$ cat src/hdl/command_frame_builder_crc16_defines.svh
// ----------------------------------------------------------------------------
// Command frame builder assertion macros
// Shared concurrent assertion forms for the frame builder RTL.
// ----------------------------------------------------------------------------
`ifndef COMMAND_FRAME_BUILDER_CRC16_DEFINES_SVH
`define COMMAND_FRAME_BUILDER_CRC16_DEFINES_SVH

// Same-cycle implication, disabled while reset is asserted
`define CFB_ASSERT_IMP(label, clk, rst_n, ante, cons, msg) \
    label: assert property (@(posedge clk) disable iff (!(rst_n)) (ante) |-> (cons)) \
        else $error(msg);

// Next-cycle implication, disabled while reset is asserted
`define CFB_ASSERT_NXT(label, clk, rst_n, ante, cons, msg) \
    label: assert property (@(posedge clk) disable iff (!(rst_n)) (ante) |=> (cons)) \
        else $error(msg);

`endif

$ cat src/hdl/cfb_pkg.sv
// ----------------------------------------------------------------------------
// Command frame builder package
// Field widths, constants, sequencer states and the CRC-16 byte update.
// ----------------------------------------------------------------------------
`default_nettype none

package cfb_pkg;

    localparam int LEN_W           = 6;
    localparam int MAX_PAYLOAD_DEF = 48;
    localparam int HDR_BYTES       = 10;
    localparam int CRC_STEPS       = 8;

    localparam logic [15:0] CRC_POLY     = 16'h1021;
    localparam logic [15:0] REMOTE_RESET = 16'hAAAA;

    localparam logic CMD_HEADER = 1'b0;
    localparam logic CMD_DATA   = 1'b1;

    typedef enum logic [2:0] {
        S_IDLE,
        S_CRC_HDR,
        S_CRC_DATA,
        S_EMIT_HDR,
        S_EMIT_PAY,
        S_ERR
    } t_state;

    // CRC-16 (0x1021, unreflected) over one byte, MSB first
    function automatic logic [15:0] crc_byte(input logic [15:0] crc, input logic [7:0] b);
        logic [15:0] c;
        c = crc ^ {b, 8'h00};
        for (int k = 0; k < 8; k++) begin
            if (c[15]) begin
                c = {c[14:0], 1'b0} ^ CRC_POLY;
            end else begin
                c = {c[14:0], 1'b0};
            end
        end
        return c;
    endfunction

endpackage

`default_nettype wire

$ cat src/hdl/cfb_in_if.sv
// ----------------------------------------------------------------------------
// Command frame builder input channel
// Valid/ready channel carrying header and payload-data beats.
// ----------------------------------------------------------------------------
`default_nettype none

interface cfb_in_if;
    import cfb_pkg::*;

    logic                   valid;
    logic                   ready;
    logic                   cmd;
    logic [7:0]             msg_type;
    logic [15:0]            message_box;
    logic [7:0]             status_code;
    logic [LEN_W-1:0]       payload_length;
    logic [7:0]             data_byte;

    modport source (
        output valid, cmd, msg_type, message_box, status_code, payload_length, data_byte,
        input  ready
    );

    modport sink (
        input  valid, cmd, msg_type, message_box, status_code, payload_length, data_byte,
        output ready
    );
endinterface

`default_nettype wire

$ cat src/hdl/cfb_out_if.sv
// ----------------------------------------------------------------------------
// Command frame builder output channel
// Valid/ready channel carrying serialized frame bytes and error beats.
// ----------------------------------------------------------------------------
`default_nettype none

interface cfb_out_if;
    logic       valid;
    logic       ready;
    logic [7:0] out_byte;
    logic       frame_end;
    logic       error_flag;

    modport source (
        output valid, out_byte, frame_end, error_flag,
        input  ready
    );

    modport sink (
        input  valid, out_byte, frame_end, error_flag,
        output ready
    );
endinterface

`default_nettype wire

$ cat src/hdl/command_frame_builder_crc16.sv
// ----------------------------------------------------------------------------
// Command frame builder with CRC-16
// Buffers a command payload, runs CRC-16/XMODEM over header and payload
// through one shared byte-wide CRC unit, then serializes the frame.
// ----------------------------------------------------------------------------
//  channel     dir   handshake      payload
//  i_in        in    valid/ready    cmd, msg_type, message_box, status_code,
//                                   payload_length, data_byte
//  o_out       out   valid/ready    out_byte, frame_end, error_flag
//  i_cfg_*     in    write enable   remote_address (16 bits)
//
//  Header beat: accepted, then the CRC unit folds in the header bytes one at a time.
//  Data beat: accepted, then one CRC byte update; the byte goes to the buffer.
//  Frame: 10 + length bytes, one byte per cycle from a single output register,
//  payload read registered from the buffer memory ahead of use; output stalls hold it.
//  Error beat: a zero byte with error_flag set. Reset is synchronous; the payload buffer is not cleared.
// ----------------------------------------------------------------------------
`default_nettype none

module command_frame_builder_crc16 #(
    parameter int MAX_PAYLOAD = cfb_pkg::MAX_PAYLOAD_DEF
) (
    input  wire logic               i_clk,
    input  wire logic               i_rst_n,
    input  wire logic               i_cfg_we,
    input  wire logic [15:0]        i_cfg_wdata,
    cfb_in_if.sink                  i_in,
    cfb_out_if.source               o_out
);
    import cfb_pkg::*;

    `include "command_frame_builder_crc16_defines.svh"

    localparam int AW = (MAX_PAYLOAD > 1) ? $clog2(MAX_PAYLOAD) : 1;
    localparam logic [LEN_W-1:0] MAX_LEN  = LEN_W'(MAX_PAYLOAD);
    localparam logic [2:0]       STEP_LAST = 3'(CRC_STEPS - 1);
    localparam logic [3:0]       HPOS_LAST = 4'(HDR_BYTES - 1);

    t_state             r_state, n_state;
    logic [15:0]        r_remote_cfg;
    logic [15:0]        r_remote, n_remote;
    logic [7:0]         r_type, n_type;
    logic [15:0]        r_mbox, n_mbox;
    logic [7:0]         r_status, n_status;
    logic [LEN_W-1:0]   r_len, n_len;
    logic [15:0]        r_crc, n_crc;
    logic [LEN_W-1:0]   r_cnt, n_cnt;
    logic               r_pending, n_pending;
    logic [2:0]         r_step, n_step;
    logic [7:0]         r_data, n_data;
    logic [3:0]         r_hpos, n_hpos;
    logic [LEN_W-1:0]   r_ppos, n_ppos;
    logic [7:0]         r_rd;
    logic               r_ov, n_ov;
    logic [7:0]         r_obyte, n_obyte;
    logic               r_oend, n_oend;
    logic               r_oerr, n_oerr;

    logic [7:0]         mem [MAX_PAYLOAD];
    logic               mem_we;

    logic               accept;
    logic               load_ok;
    logic [7:0]         crc_in_byte;
    logic [15:0]        crc_out;
    logic [7:0]         hdr_out_byte;

    assign i_in.ready     = (r_state == S_IDLE);
    assign accept         = i_in.valid && (r_state == S_IDLE);
    assign load_ok        = !r_ov || o_out.ready;

    assign o_out.valid      = r_ov;
    assign o_out.out_byte   = r_obyte;
    assign o_out.frame_end  = r_oend;
    assign o_out.error_flag = r_oerr;

    // Bytes fed to the CRC unit while the header is folded in
    always_comb begin
        unique case (r_step)
            3'd0:    crc_in_byte = r_remote[15:8];
            3'd1:    crc_in_byte = r_remote[7:0];
            3'd2:    crc_in_byte = r_type;
            3'd3:    crc_in_byte = r_mbox[15:8];
            3'd4:    crc_in_byte = r_mbox[7:0];
            3'd5:    crc_in_byte = r_status;
            3'd6:    crc_in_byte = 8'h00;
            default: crc_in_byte = {{(8 - LEN_W){1'b0}}, r_len};
        endcase
    end

    // Shared CRC unit: header bytes or the pending data byte
    assign crc_out = crc_byte(r_crc, (r_state == S_CRC_DATA) ? r_data : crc_in_byte);

    // Frame header bytes in wire order
    always_comb begin
        unique case (r_hpos)
            4'd0:    hdr_out_byte = r_remote[15:8];
            4'd1:    hdr_out_byte = r_remote[7:0];
            4'd2:    hdr_out_byte = r_type;
            4'd3:    hdr_out_byte = r_mbox[15:8];
            4'd4:    hdr_out_byte = r_mbox[7:0];
            4'd5:    hdr_out_byte = r_status;
            4'd6:    hdr_out_byte = r_crc[15:8];
            4'd7:    hdr_out_byte = r_crc[7:0];
            4'd9:    hdr_out_byte = {{(8 - LEN_W){1'b0}}, r_len};
            default: hdr_out_byte = 8'h00;
        endcase
    end

    always_comb begin
        n_state   = r_state;
        n_remote  = r_remote;
        n_type    = r_type;
        n_mbox    = r_mbox;
        n_status  = r_status;
        n_len     = r_len;
        n_crc     = r_crc;
        n_cnt     = r_cnt;
        n_pending = r_pending;
        n_step    = r_step;
        n_data    = r_data;
        n_hpos    = r_hpos;
        n_ppos    = r_ppos;
        n_ov      = r_ov && !o_out.ready;
        n_obyte   = r_obyte;
        n_oend    = r_oend;
        n_oerr    = r_oerr;
        mem_we    = 1'b0;

        unique case (r_state)
            S_IDLE: begin
                if (accept) begin
                    if (i_in.cmd == CMD_HEADER) begin
                        if (i_in.payload_length > MAX_LEN) begin
                            n_pending = 1'b0;
                            n_cnt     = '0;
                            n_state   = S_ERR;
                        end else begin
                            n_remote  = r_remote_cfg;
                            n_type    = i_in.msg_type;
                            n_mbox    = i_in.message_box;
                            n_status  = i_in.status_code;
                            n_len     = i_in.payload_length;
                            n_crc     = '0;
                            n_cnt     = '0;
                            n_pending = 1'b0;
                            n_step    = '0;
                            n_state   = S_CRC_HDR;
                        end
                    end else if (!r_pending) begin
                        n_state = S_ERR;
                    end else begin
                        mem_we  = 1'b1;
                        n_data  = i_in.data_byte;
                        n_state = S_CRC_DATA;
                    end
                end
            end
            S_CRC_HDR: begin
                n_crc  = crc_out;
                n_step = r_step + 3'd1;
                if (r_step == STEP_LAST) begin
                    if (r_len == '0) begin
                        n_hpos  = '0;
                        n_state = S_EMIT_HDR;
                    end else begin
                        n_pending = 1'b1;
                        n_state   = S_IDLE;
                    end
                end
            end
            S_CRC_DATA: begin
                n_crc = crc_out;
                n_cnt = r_cnt + LEN_W'(1);
                if (n_cnt >= r_len) begin
                    n_hpos  = '0;
                    n_state = S_EMIT_HDR;
                end else begin
                    n_state = S_IDLE;
                end
            end
            S_EMIT_HDR: begin
                if (load_ok) begin
                    n_ov    = 1'b1;
                    n_obyte = hdr_out_byte;
                    n_oerr  = 1'b0;
                    n_oend  = (r_hpos == HPOS_LAST) && (r_len == '0);
                    n_hpos  = r_hpos + 4'd1;
                    if (r_hpos == HPOS_LAST) begin
                        if (r_len == '0) begin
                            n_pending = 1'b0;
                            n_cnt     = '0;
                            n_state   = S_IDLE;
                        end else begin
                            n_state = S_EMIT_PAY;
                        end
                    end
                end
            end
            S_EMIT_PAY: begin
                if (load_ok) begin
                    n_ov    = 1'b1;
                    n_obyte = r_rd;
                    n_oerr  = 1'b0;
                    n_oend  = (r_ppos == r_len - LEN_W'(1));
                    n_ppos  = r_ppos + LEN_W'(1);
                    if (r_ppos == r_len - LEN_W'(1)) begin
                        n_ppos    = '0;
                        n_pending = 1'b0;
                        n_cnt     = '0;
                        n_state   = S_IDLE;
                    end
                end
            end
            S_ERR: begin
                if (load_ok) begin
                    n_ov    = 1'b1;
                    n_obyte = 8'h00;
                    n_oend  = 1'b0;
                    n_oerr  = 1'b1;
                    n_state = S_IDLE;
                end
            end
            default: begin
                n_state = S_IDLE;
            end
        endcase
    end

    always_ff @(posedge i_clk) begin
        if (!i_rst_n) begin
            r_state      <= S_IDLE;
            r_remote_cfg <= REMOTE_RESET;
            r_crc        <= '0;
            r_cnt        <= '0;
            r_pending    <= 1'b0;
            r_step       <= '0;
            r_hpos       <= '0;
            r_ppos       <= '0;
            r_ov         <= 1'b0;
        end else begin
            r_state   <= n_state;
            if (i_cfg_we) begin
                r_remote_cfg <= i_cfg_wdata;
            end
            r_crc     <= n_crc;
            r_cnt     <= n_cnt;
            r_pending <= n_pending;
            r_step    <= n_step;
            r_hpos    <= n_hpos;
            r_ppos    <= n_ppos;
            r_ov      <= n_ov;
        end
    end

    always_ff @(posedge i_clk) begin
        r_remote <= n_remote;
        r_type   <= n_type;
        r_mbox   <= n_mbox;
        r_status <= n_status;
        r_len    <= n_len;
        r_data   <= n_data;
        r_obyte  <= n_obyte;
        r_oend   <= n_oend;
        r_oerr   <= n_oerr;
    end

    // Payload buffer: one write port, registered read that runs one beat ahead
    always_ff @(posedge i_clk) begin
        if (mem_we) begin
            mem[r_cnt[AW-1:0]] <= i_in.data_byte;
        end
        r_rd <= mem[n_ppos[AW-1:0]];
    end

    `CFB_ASSERT_IMP(a_err_beat_clean, i_clk, i_rst_n,
        r_ov && r_oerr, (r_obyte == 8'h00) && !r_oend, "error beat carries frame data")
    `CFB_ASSERT_NXT(a_stray_data_err, i_clk, i_rst_n,
        accept && (i_in.cmd == CMD_DATA) && !r_pending, r_state == S_ERR,
        "stray data beat not flagged")
    `CFB_ASSERT_NXT(a_long_hdr_err, i_clk, i_rst_n,
        accept && (i_in.cmd == CMD_HEADER) && (i_in.payload_length > MAX_LEN),
        (r_state == S_ERR) && !r_pending, "oversize header not rejected")
    `CFB_ASSERT_IMP(a_pending_count, i_clk, i_rst_n,
        r_pending && (r_state == S_IDLE), r_cnt < r_len, "pending count reached length")
    `CFB_ASSERT_IMP(a_pay_nonzero, i_clk, i_rst_n,
        r_state == S_EMIT_PAY, (r_len != '0) && (r_ppos < r_len), "payload walk out of range")

endmodule

`default_nettype wire

$ cat src/flat_wrapper.sv
// flat-port wrapper written by rule: the top's interface ports become plain ports
module command_frame_builder_crc16_flat import cfb_pkg::*;
#(
    parameter int MAX_PAYLOAD = cfb_pkg::MAX_PAYLOAD_DEF
)
  (i_clk, i_rst_n, i_cfg_we, i_cfg_wdata, i_in_valid, i_in_cmd, i_in_msg_type, i_in_message_box, i_in_status_code, i_in_payload_length, i_in_data_byte, i_in_ready, o_out_valid, o_out_out_byte, o_out_frame_end, o_out_error_flag, o_out_ready);
  cfb_in_if i_in_i ();
  cfb_out_if o_out_i ();
  input  wire logic i_clk;
  input  wire logic i_rst_n;
  input  wire logic i_cfg_we;
  input  wire logic [15:0] i_cfg_wdata;
  input wire logic [$bits(i_in_i.valid)-1:0] i_in_valid;
  input wire logic [$bits(i_in_i.cmd)-1:0] i_in_cmd;
  input wire logic [$bits(i_in_i.msg_type)-1:0] i_in_msg_type;
  input wire logic [$bits(i_in_i.message_box)-1:0] i_in_message_box;
  input wire logic [$bits(i_in_i.status_code)-1:0] i_in_status_code;
  input wire logic [$bits(i_in_i.payload_length)-1:0] i_in_payload_length;
  input wire logic [$bits(i_in_i.data_byte)-1:0] i_in_data_byte;
  output wire logic [$bits(i_in_i.ready)-1:0] i_in_ready;
  output wire logic [$bits(o_out_i.valid)-1:0] o_out_valid;
  output wire logic [$bits(o_out_i.out_byte)-1:0] o_out_out_byte;
  output wire logic [$bits(o_out_i.frame_end)-1:0] o_out_frame_end;
  output wire logic [$bits(o_out_i.error_flag)-1:0] o_out_error_flag;
  input wire logic [$bits(o_out_i.ready)-1:0] o_out_ready;
  assign i_in_i.valid = i_in_valid;
  assign i_in_i.cmd = i_in_cmd;
  assign i_in_i.msg_type = i_in_msg_type;
  assign i_in_i.message_box = i_in_message_box;
  assign i_in_i.status_code = i_in_status_code;
  assign i_in_i.payload_length = i_in_payload_length;
  assign i_in_i.data_byte = i_in_data_byte;
  assign i_in_ready = i_in_i.ready;
  assign o_out_valid = o_out_i.valid;
  assign o_out_out_byte = o_out_i.out_byte;
  assign o_out_frame_end = o_out_i.frame_end;
  assign o_out_error_flag = o_out_i.error_flag;
  assign o_out_i.ready = o_out_ready;
  command_frame_builder_crc16 #(.MAX_PAYLOAD(MAX_PAYLOAD)) u_core (.i_clk(i_clk), .i_rst_n(i_rst_n), .i_cfg_we(i_cfg_we), .i_cfg_wdata(i_cfg_wdata), .i_in(i_in_i), .o_out(o_out_i));
endmodule
$ cat config.mk
export PLATFORM = sky130hd
export DESIGN_NAME = command_frame_builder_crc16_flat
export DESIGN_NICKNAME = d
export VERILOG_FILES = /design/src/hdl/cfb_pkg.sv /design/src/hdl/cfb_in_if.sv /design/src/hdl/cfb_out_if.sv /design/src/hdl/command_frame_builder_crc16.sv /design/src/flat_wrapper.sv
export VERILOG_INCLUDE_DIRS = /design/src /design/src/hdl
export SDC_FILE = /design/constraint.sdc
export NUM_CORES = 1
export LEC_CHECK = 0
export BUFFER_PORTS_ARGS = -buffer_cell sky130_fd_sc_hd__buf_2
export CORE_MARGIN = 2
export CORE_UTILIZATION = 45
export CTS_CLUSTER_DIAMETER = 30
export DETAILED_ROUTE_END_ITERATION = 10
export RECOVER_POWER = 25
export SLEW_MARGIN = 20
export SYNTH_ARGS = -nofsm -noshare
export SYNTH_HDL_FRONTEND = slang
export SYNTH_SLANG_ARGS = --single-unit
$ cat constraint.sdc
create_clock -name i_clk -period 3.08 [get_ports i_clk]
set_input_delay 0.154 -clock i_clk [delete_from_list [all_inputs] [get_ports i_clk]]
set_output_delay 0.154 -clock i_clk [all_outputs]
set_load 0.01 [all_outputs]
[Word level (Yosys, flattened, before mapping)]
Memories as Yosys holds them, arrays and structs flattened. A register that Yosys moved wholly into a read port is not among the register bits.
Cells that the tools add are included.
Word-level totals
  register bits after elaboration: 128
  memory bits (writable): 384
  output and inout port bits: 12
  word-level logic and storage cells: 179
  memories: 1
Operators by class
  add/subtract/negate cells: 5
  order comparisons: 2
  equality and inequality tests: 35
  mux-type cells: 77
  bitwise logic cells: 11
  reduce and logical (&&, ||, !) cells: 30
Memory list
  u_core.mem: words 48, bits a word 8, rd ports 1, clocked after Yosys merged registers in 1, write ports 1, RTL line command_frame_builder_crc16.sv:59  | logic [7:0] mem [MAX_PAYLOAD];
Operators with widths (number)
  $mux 13: 8
  $pmux 8 s9: 1
  $mux 6: 10
  $pmux 8 s7: 1
  $mux 16: 3
  $mux 3: 14
  $mux 8: 4
  $pmux 16 s2: 1
  $not 3->3: 8
  $pmux 6 s4: 1
  $pmux 8 s3: 1
  $mux 1: 21
  $ne 2x1->1 const B: 10
  $reduce_and 4->1: 5
  $eq 3x3->1 const B: 6
  $pmux 3 s6: 1
  $eq 4x3->1 const B: 4
  $mux 4: 4
  $xor 16x16->16: 1
  $add 6x1->6 const B: 2
  $eq 3x2->1 const B: 4
  $pmux 4 s3: 1
  $reduce_and 10->1: 1
  $eq 4x2->1 const B: 2
  other kinds (31): 46

[Depth between registers and ports, before layout]
  depth after elaboration: 21
  mapped depth: 16
  mapped depth without buffers: 11

[Worst setup path before layout]
No wires, ideal clock.
  path type: reg-to-reg
  start point: reg u_core.r_state[0]
  end point: reg u_core.r_crc[13]
  setup time: 0.125 ns
  arrival time: 3.080 ns
  required time: 2.955 ns
  slack: -0.125 ns
  stages on the path, launching flop included: 10
  clock period less this slack: 3.205 ns
  cell sequence: dfxtp_1 buf_2 nor3_1 nand2_1 inv_1 nor2_1 and2_1 buf_1 nand2_1 o21ai_0
On the way
  elaborated cells between the ends (all ways): 18
RTL lines
  from (decl): RTL line command_frame_builder_crc16.sv:39  | t_state r_state, n_state;
  from (signal assigned): RTL line command_frame_builder_crc16.sv:242  | r_state <= n_state;
  $logic_not 3->1 *
  named net i_in_ready: RTL line flat_wrapper.sv:20  | output wire logic [$bits(i_in_i.ready)-1:0] i_in_ready;
  $logic_and 1x1->1: RTL line command_frame_builder_crc16.sv:69  | assign accept = i_in.valid && (r_state == S_IDLE);
  $ne 2x1->1 (no source line)
  $reduce_and 4->1 (no source line)
  to (signal assigned): RTL line command_frame_builder_crc16.sv:246  | r_crc <= n_crc;
  to (decl): RTL line command_frame_builder_crc16.sv:46  | logic [15:0] r_crc, n_crc;
The timed path passes the listed nets; every way through them passes the cells marked *.
A chain may end at the register's enable or synchronous reset.

[Worst setup path in the final report]
  start point: reg u_core.r_len[1]
  end point: reg u_core.r_rd[1], read port of u_core.mem
On the way
  longest elaborated chain between the ends: 5
Ends and longest elaborated chain
  from (decl): RTL line command_frame_builder_crc16.sv:45  | logic [LEN_W-1:0] r_len, n_len;
  from (signal assigned): RTL line command_frame_builder_crc16.sv:261  | r_len <= n_len;
  $sub 6x1->6: RTL line command_frame_builder_crc16.sv:207  | if (r_ppos == r_len - LEN_W'(1)) begin
  $eq 6x6->1: RTL line command_frame_builder_crc16.sv:207
  $mux 6: RTL line command_frame_builder_crc16.sv:207
  $mux 6: RTL line command_frame_builder_crc16.sv:201  | if (load_ok) begin
  $mux 6: RTL line command_frame_builder_crc16.sv:130  | unique case (r_state)
  to (decl): RTL line command_frame_builder_crc16.sv:53  | logic [7:0] r_rd;
Every way passes these cells.

==> results.sh <==
export IMPL_status="finished with violations"
export IMPL_violations="capacitance limit, slew limit, setup timing"
export IMPL_synth_commonest_cells="459 x nand2_1, 456 x edfxtp_1, 122 x nor2_1"
export IMPL_relSlewSlack=-0.881
export IMPL_die_area_um2=54400
export IMPL_cts_made_buffers=109
export IMPL_nets=2511
export IMPL_synth_top_area_frac=0.579
export IMPL_hold_path_class="input pin to flop"
export IMPL_cts_max_level=3
export IMPL_syn_avg_cell_area_um2=11.4
export IMPL_final_layout_size_suffix_gt1_frac=0.239
export IMPL_vias_per_cell=5.90
export IMPL_crit_chain="inv_2, ha_4, buf_6, xnor2_2, a211oi_2, o211a_1, buf_12, buf_12, a21oi_4, buf_6, buf_12, a21oi_1, a32oi_1, o211ai_1, nand4_1, o211a_1"
export IMPL_synth_async_sr_flop_share=0
export IMPL_cts_buffer_depth=3
export IMPL_io_pin_count=80
export IMPL_p_leak_nw=11.6
export IMPL_rows=84
export IMPL_firstDrtPassIters=8
export IMPL_grt_overflow_total=0
export IMPL_grt_antenna_before_repair=0
export IMPL_cp_start_kind="flop"
export IMPL_nFillCells=4035
export IMPL_synth_area_leaders="edfxtp_1 58%, nand2_1 7.3%, dfxtp_1 5.4%"
export IMPL_cp_num_buf_inv=6
export IMPL_endpoint_kind="flop"
export IMPL_gp_congestion=0.927
export IMPL_portBuffers=79
export IMPL_wirelength_um=75600
export IMPL_irDropWorstVdd_mv=0.468
export IMPL_ant_nets=0
export IMPL_path_class="flop to flop"
export IMPL_placed_area_um2=26000
export IMPL_synth_edff_count=456
export IMPL_core_area_um2=52200
export IMPL_ys_seq_area_frac=0.633
export IMPL_syn_cell_area_um2=23700
export IMPL_cpMaxStageDelayCell="o211ai_1"
export IMPL_placedCellCount=2896
export IMPL_place_hpwl_um=46700
export IMPL_reg2reg_from="u_core.r_len[1]"
export IMPL_setup_slack_ns=-0.00966
export IMPL_cts_sinks=520
export IMPL_grt_pass1_wl_um=110000
export IMPL_rsz0062_at_grt="yes"
export IMPL_final_cell_area_um2=31400
export IMPL_syn_inst=2078
export IMPL_skew_ns=0.0378
export IMPL_yosys_area_top_type="edfxtp_1"
export IMPL_synth_main_ff_cell="edfxtp_1"
export IMPL_synthDistinctLibCells=73
export IMPL_clock_latency_ns=0.68
export IMPL_hold_start="i_rst_n"
export IMPL_hold_viol_final=0
export IMPL_drc_errors=0
export IMPL_hold_end="u_core.r_step[1]"
export IMPL_required_ns=3.65
export IMPL_cts_tree="done"
export IMPL_cp_top_family="compound AO/OA/AOI/OAI gates"
export IMPL_critPathMaxStageDelay_ns=0.47
export IMPL_max_cap_violations=5
export IMPL_r2r_end="u_core.r_rd[1]"
export IMPL_dr_first_iter_drc_count=2489
export IMPL_finish_utilization=0.602
export IMPL_arrival_ns=3.66
export IMPL_tightest_slew_ns=2.82
export IMPL_track_usage=0.270
export IMPL_vias=18900
export IMPL_syn_num_nets=2165
export IMPL_fp_dieW_um=233
export IMPL_start_util=0.453
export IMPL_fmax_mhz=324
export IMPL_yosysWarningCount=0
export IMPL_dieHeight_um=233
export IMPL_period_minus_slack_ns=3.09
export IMPL_whs_path_depth=2
export IMPL_area_delta_synth_final_pct=32.9
export IMPL_clk_pin_slew_worst_paths_ns=0.05
export IMPL_cts_root_buf="clkbuf_16"
export IMPL_grt_max_degree=87
export IMPL_fin_crit_sh=1.00
export IMPL_grt_pass1_vias=18000
export IMPL_synth_most_common_cell="nand2_1"
export IMPL_reg2reg_setup_slack_ns=-0.01
export IMPL_finalSetupTns_ns=-0.0114
export IMPL_setup_violations=2
export IMPL_p_per_area_nw_per_um2=872
export IMPL_ys_ff_latch=520
export IMPL_hold_slack_ns=0.0655
export IMPL_slew_violations=163
export IMPL_wl_per_cell_um=23.6
export IMPL_fin_cells=3206
export IMPL_crit_path_frequent_cell="buf_12"
export IMPL_crit_fanout=12
export IMPL_rr_worst_depth=16
-- area by class of cell --
type,instances,area [um^2],area share
Inverter,22,86.3,0.00275
Clock buffer,129,2860,0.0911
Timing Repair Buffer,385,3370,0.107
Tap cell,688,861,0.0274
Clock inverter,74,832,0.0265
Multi-Input combinational cell,1386,8440,0.268
Sequential cell,520,15000,0.476
Antenna cell,2,5.00,0.000159
-- layout by cell type, fill, tap and decap left out, types with 34 or more instances in the layout --
master | synthesis | routed
clkbuf_16 | 0 | 116
buf_2 | 34 | 62
o21ai_0 | 66 | 45
nand2_1 | 459 | 456
nor2_1 | 122 | 121
a21oi_1 | 101 | 92
buf_4 | 2 | 190
clkbuf_1 | 99 | 34
nand3_1 | 107 | 106
edfxtp_1 | 456 | 456
dfxtp_1 | 64 | 63
and3_1 | 36 | 36
a31oi_1 | 41 | 35
dlygate4sd3_1 | 0 | 64
-- logic make-up (layout without fill, tap and decap cells) --
group | count (synthesis) | count (layout) | share of synthesized area
buf+inv | 172 | 610 | 0.0305
fa+ha+maj | 19 | 19 | 0.0100
mux | 58 | 58 | 0.0318
simple gates | 825 | 825 | 0.152
xor+xnor | 37 | 37 | 0.0137
flops | 520 | 520 | 0.633
compound gates | 447 | 447 | 0.129
other cells | 0 | 2 | 0
-- worst max path at each step --
stage	from	to	slack (ns)	cells past startpoint
2_1_floorplan	u_core.r_step[2]	u_core.r_crc[0]	0.005	13
3_3_place_gp	u_core.r_len[0]	u_core.r_rd[2]	-0.24	15
3_5_place_dp	u_core.r_len[0]	u_core.r_rd[2]	-0.28	15
4_1_cts	u_core.r_len[0]	u_core.r_rd[7]	0.007	14
5_1_grt	u_core.r_len[1]	u_core.r_rd[1]	-0.08	16
6_report	u_core.r_len[1]	u_core.r_rd[1]	-0.01	16
-- state kept, by name, indices dropped and copies added (netlist names), 3 cells and up --
name,cells
u_core.mem,384
u_core.o_out.out_byte,8
u_core.r_cnt,6
u_core.r_crc,16
u_core.r_data,8
u_core.r_hpos,4
u_core.r_len,6
u_core.r_mbox,16
u_core.r_ppos,6
u_core.r_rd,8
u_core.r_remote,16
u_core.r_remote_cfg,16
u_core.r_state,3
u_core.r_status,8
u_core.r_step,3
u_core.r_type,8
-- where the power goes --
group | internal, mW | total, mW | switching (mW)
combinational | 3.06 | 7.56 | 4.50
sequential | 8.05 | 8.34 | 0.296
clock | 7.64 | 11.5 | 3.87
-- per-stage QoR --
| stage | setup WS (ns) | total power [mW] |
|---|---|---|
| 2_1_floorplan | 0.00527 | 12.6 |
| 3_3_place_gp | -0.241 | 14.9 |
| 3_5_place_dp | -0.283 | 15.0 |
| 4_1_cts | 0.00687 | 26.9 |
| 5_1_grt | -0.0829 | 28.4 |
| 6_report | -0.00966 | 27.4 |
-- worst register-to-register path: stages (launching register included) --
cell and delay [ns]:
edfxtp_1 0.36, inv_2 0.06, ha_4 0.17, buf_6 0.12, xnor2_2 0.12, a211oi_2 0.26, o211a_1 0.23, buf_12 0.14
buf_12 0.12, a21oi_4 0.06, buf_6 0.14, buf_12 0.14, a21oi_1 0.18, a32oi_1 0.09, o211ai_1 0.47, nand4_1 0.21
o211a_1 0.15
-- what timing repair did --
action	4_1_cts	5_1_grt
pin swaps	11	40
buffers inserted	6	24
setup endpoints to repair	8	11
hold endpoints to repair	57	0
gates cloned	3	8
hold buffers	64	0
gates resized for setup	49	91
-- per-layer routing --
metal	track usage	up-vias	wire length [um]
li1	-	8484	-
met1	0.372	9218	30900
met2	0.418	1024	34500
met3	0.0518	183	7050
met4	0.114	0	3100
met5	0	-	0
No activity file was read; power rests on OpenSTA's default activity.
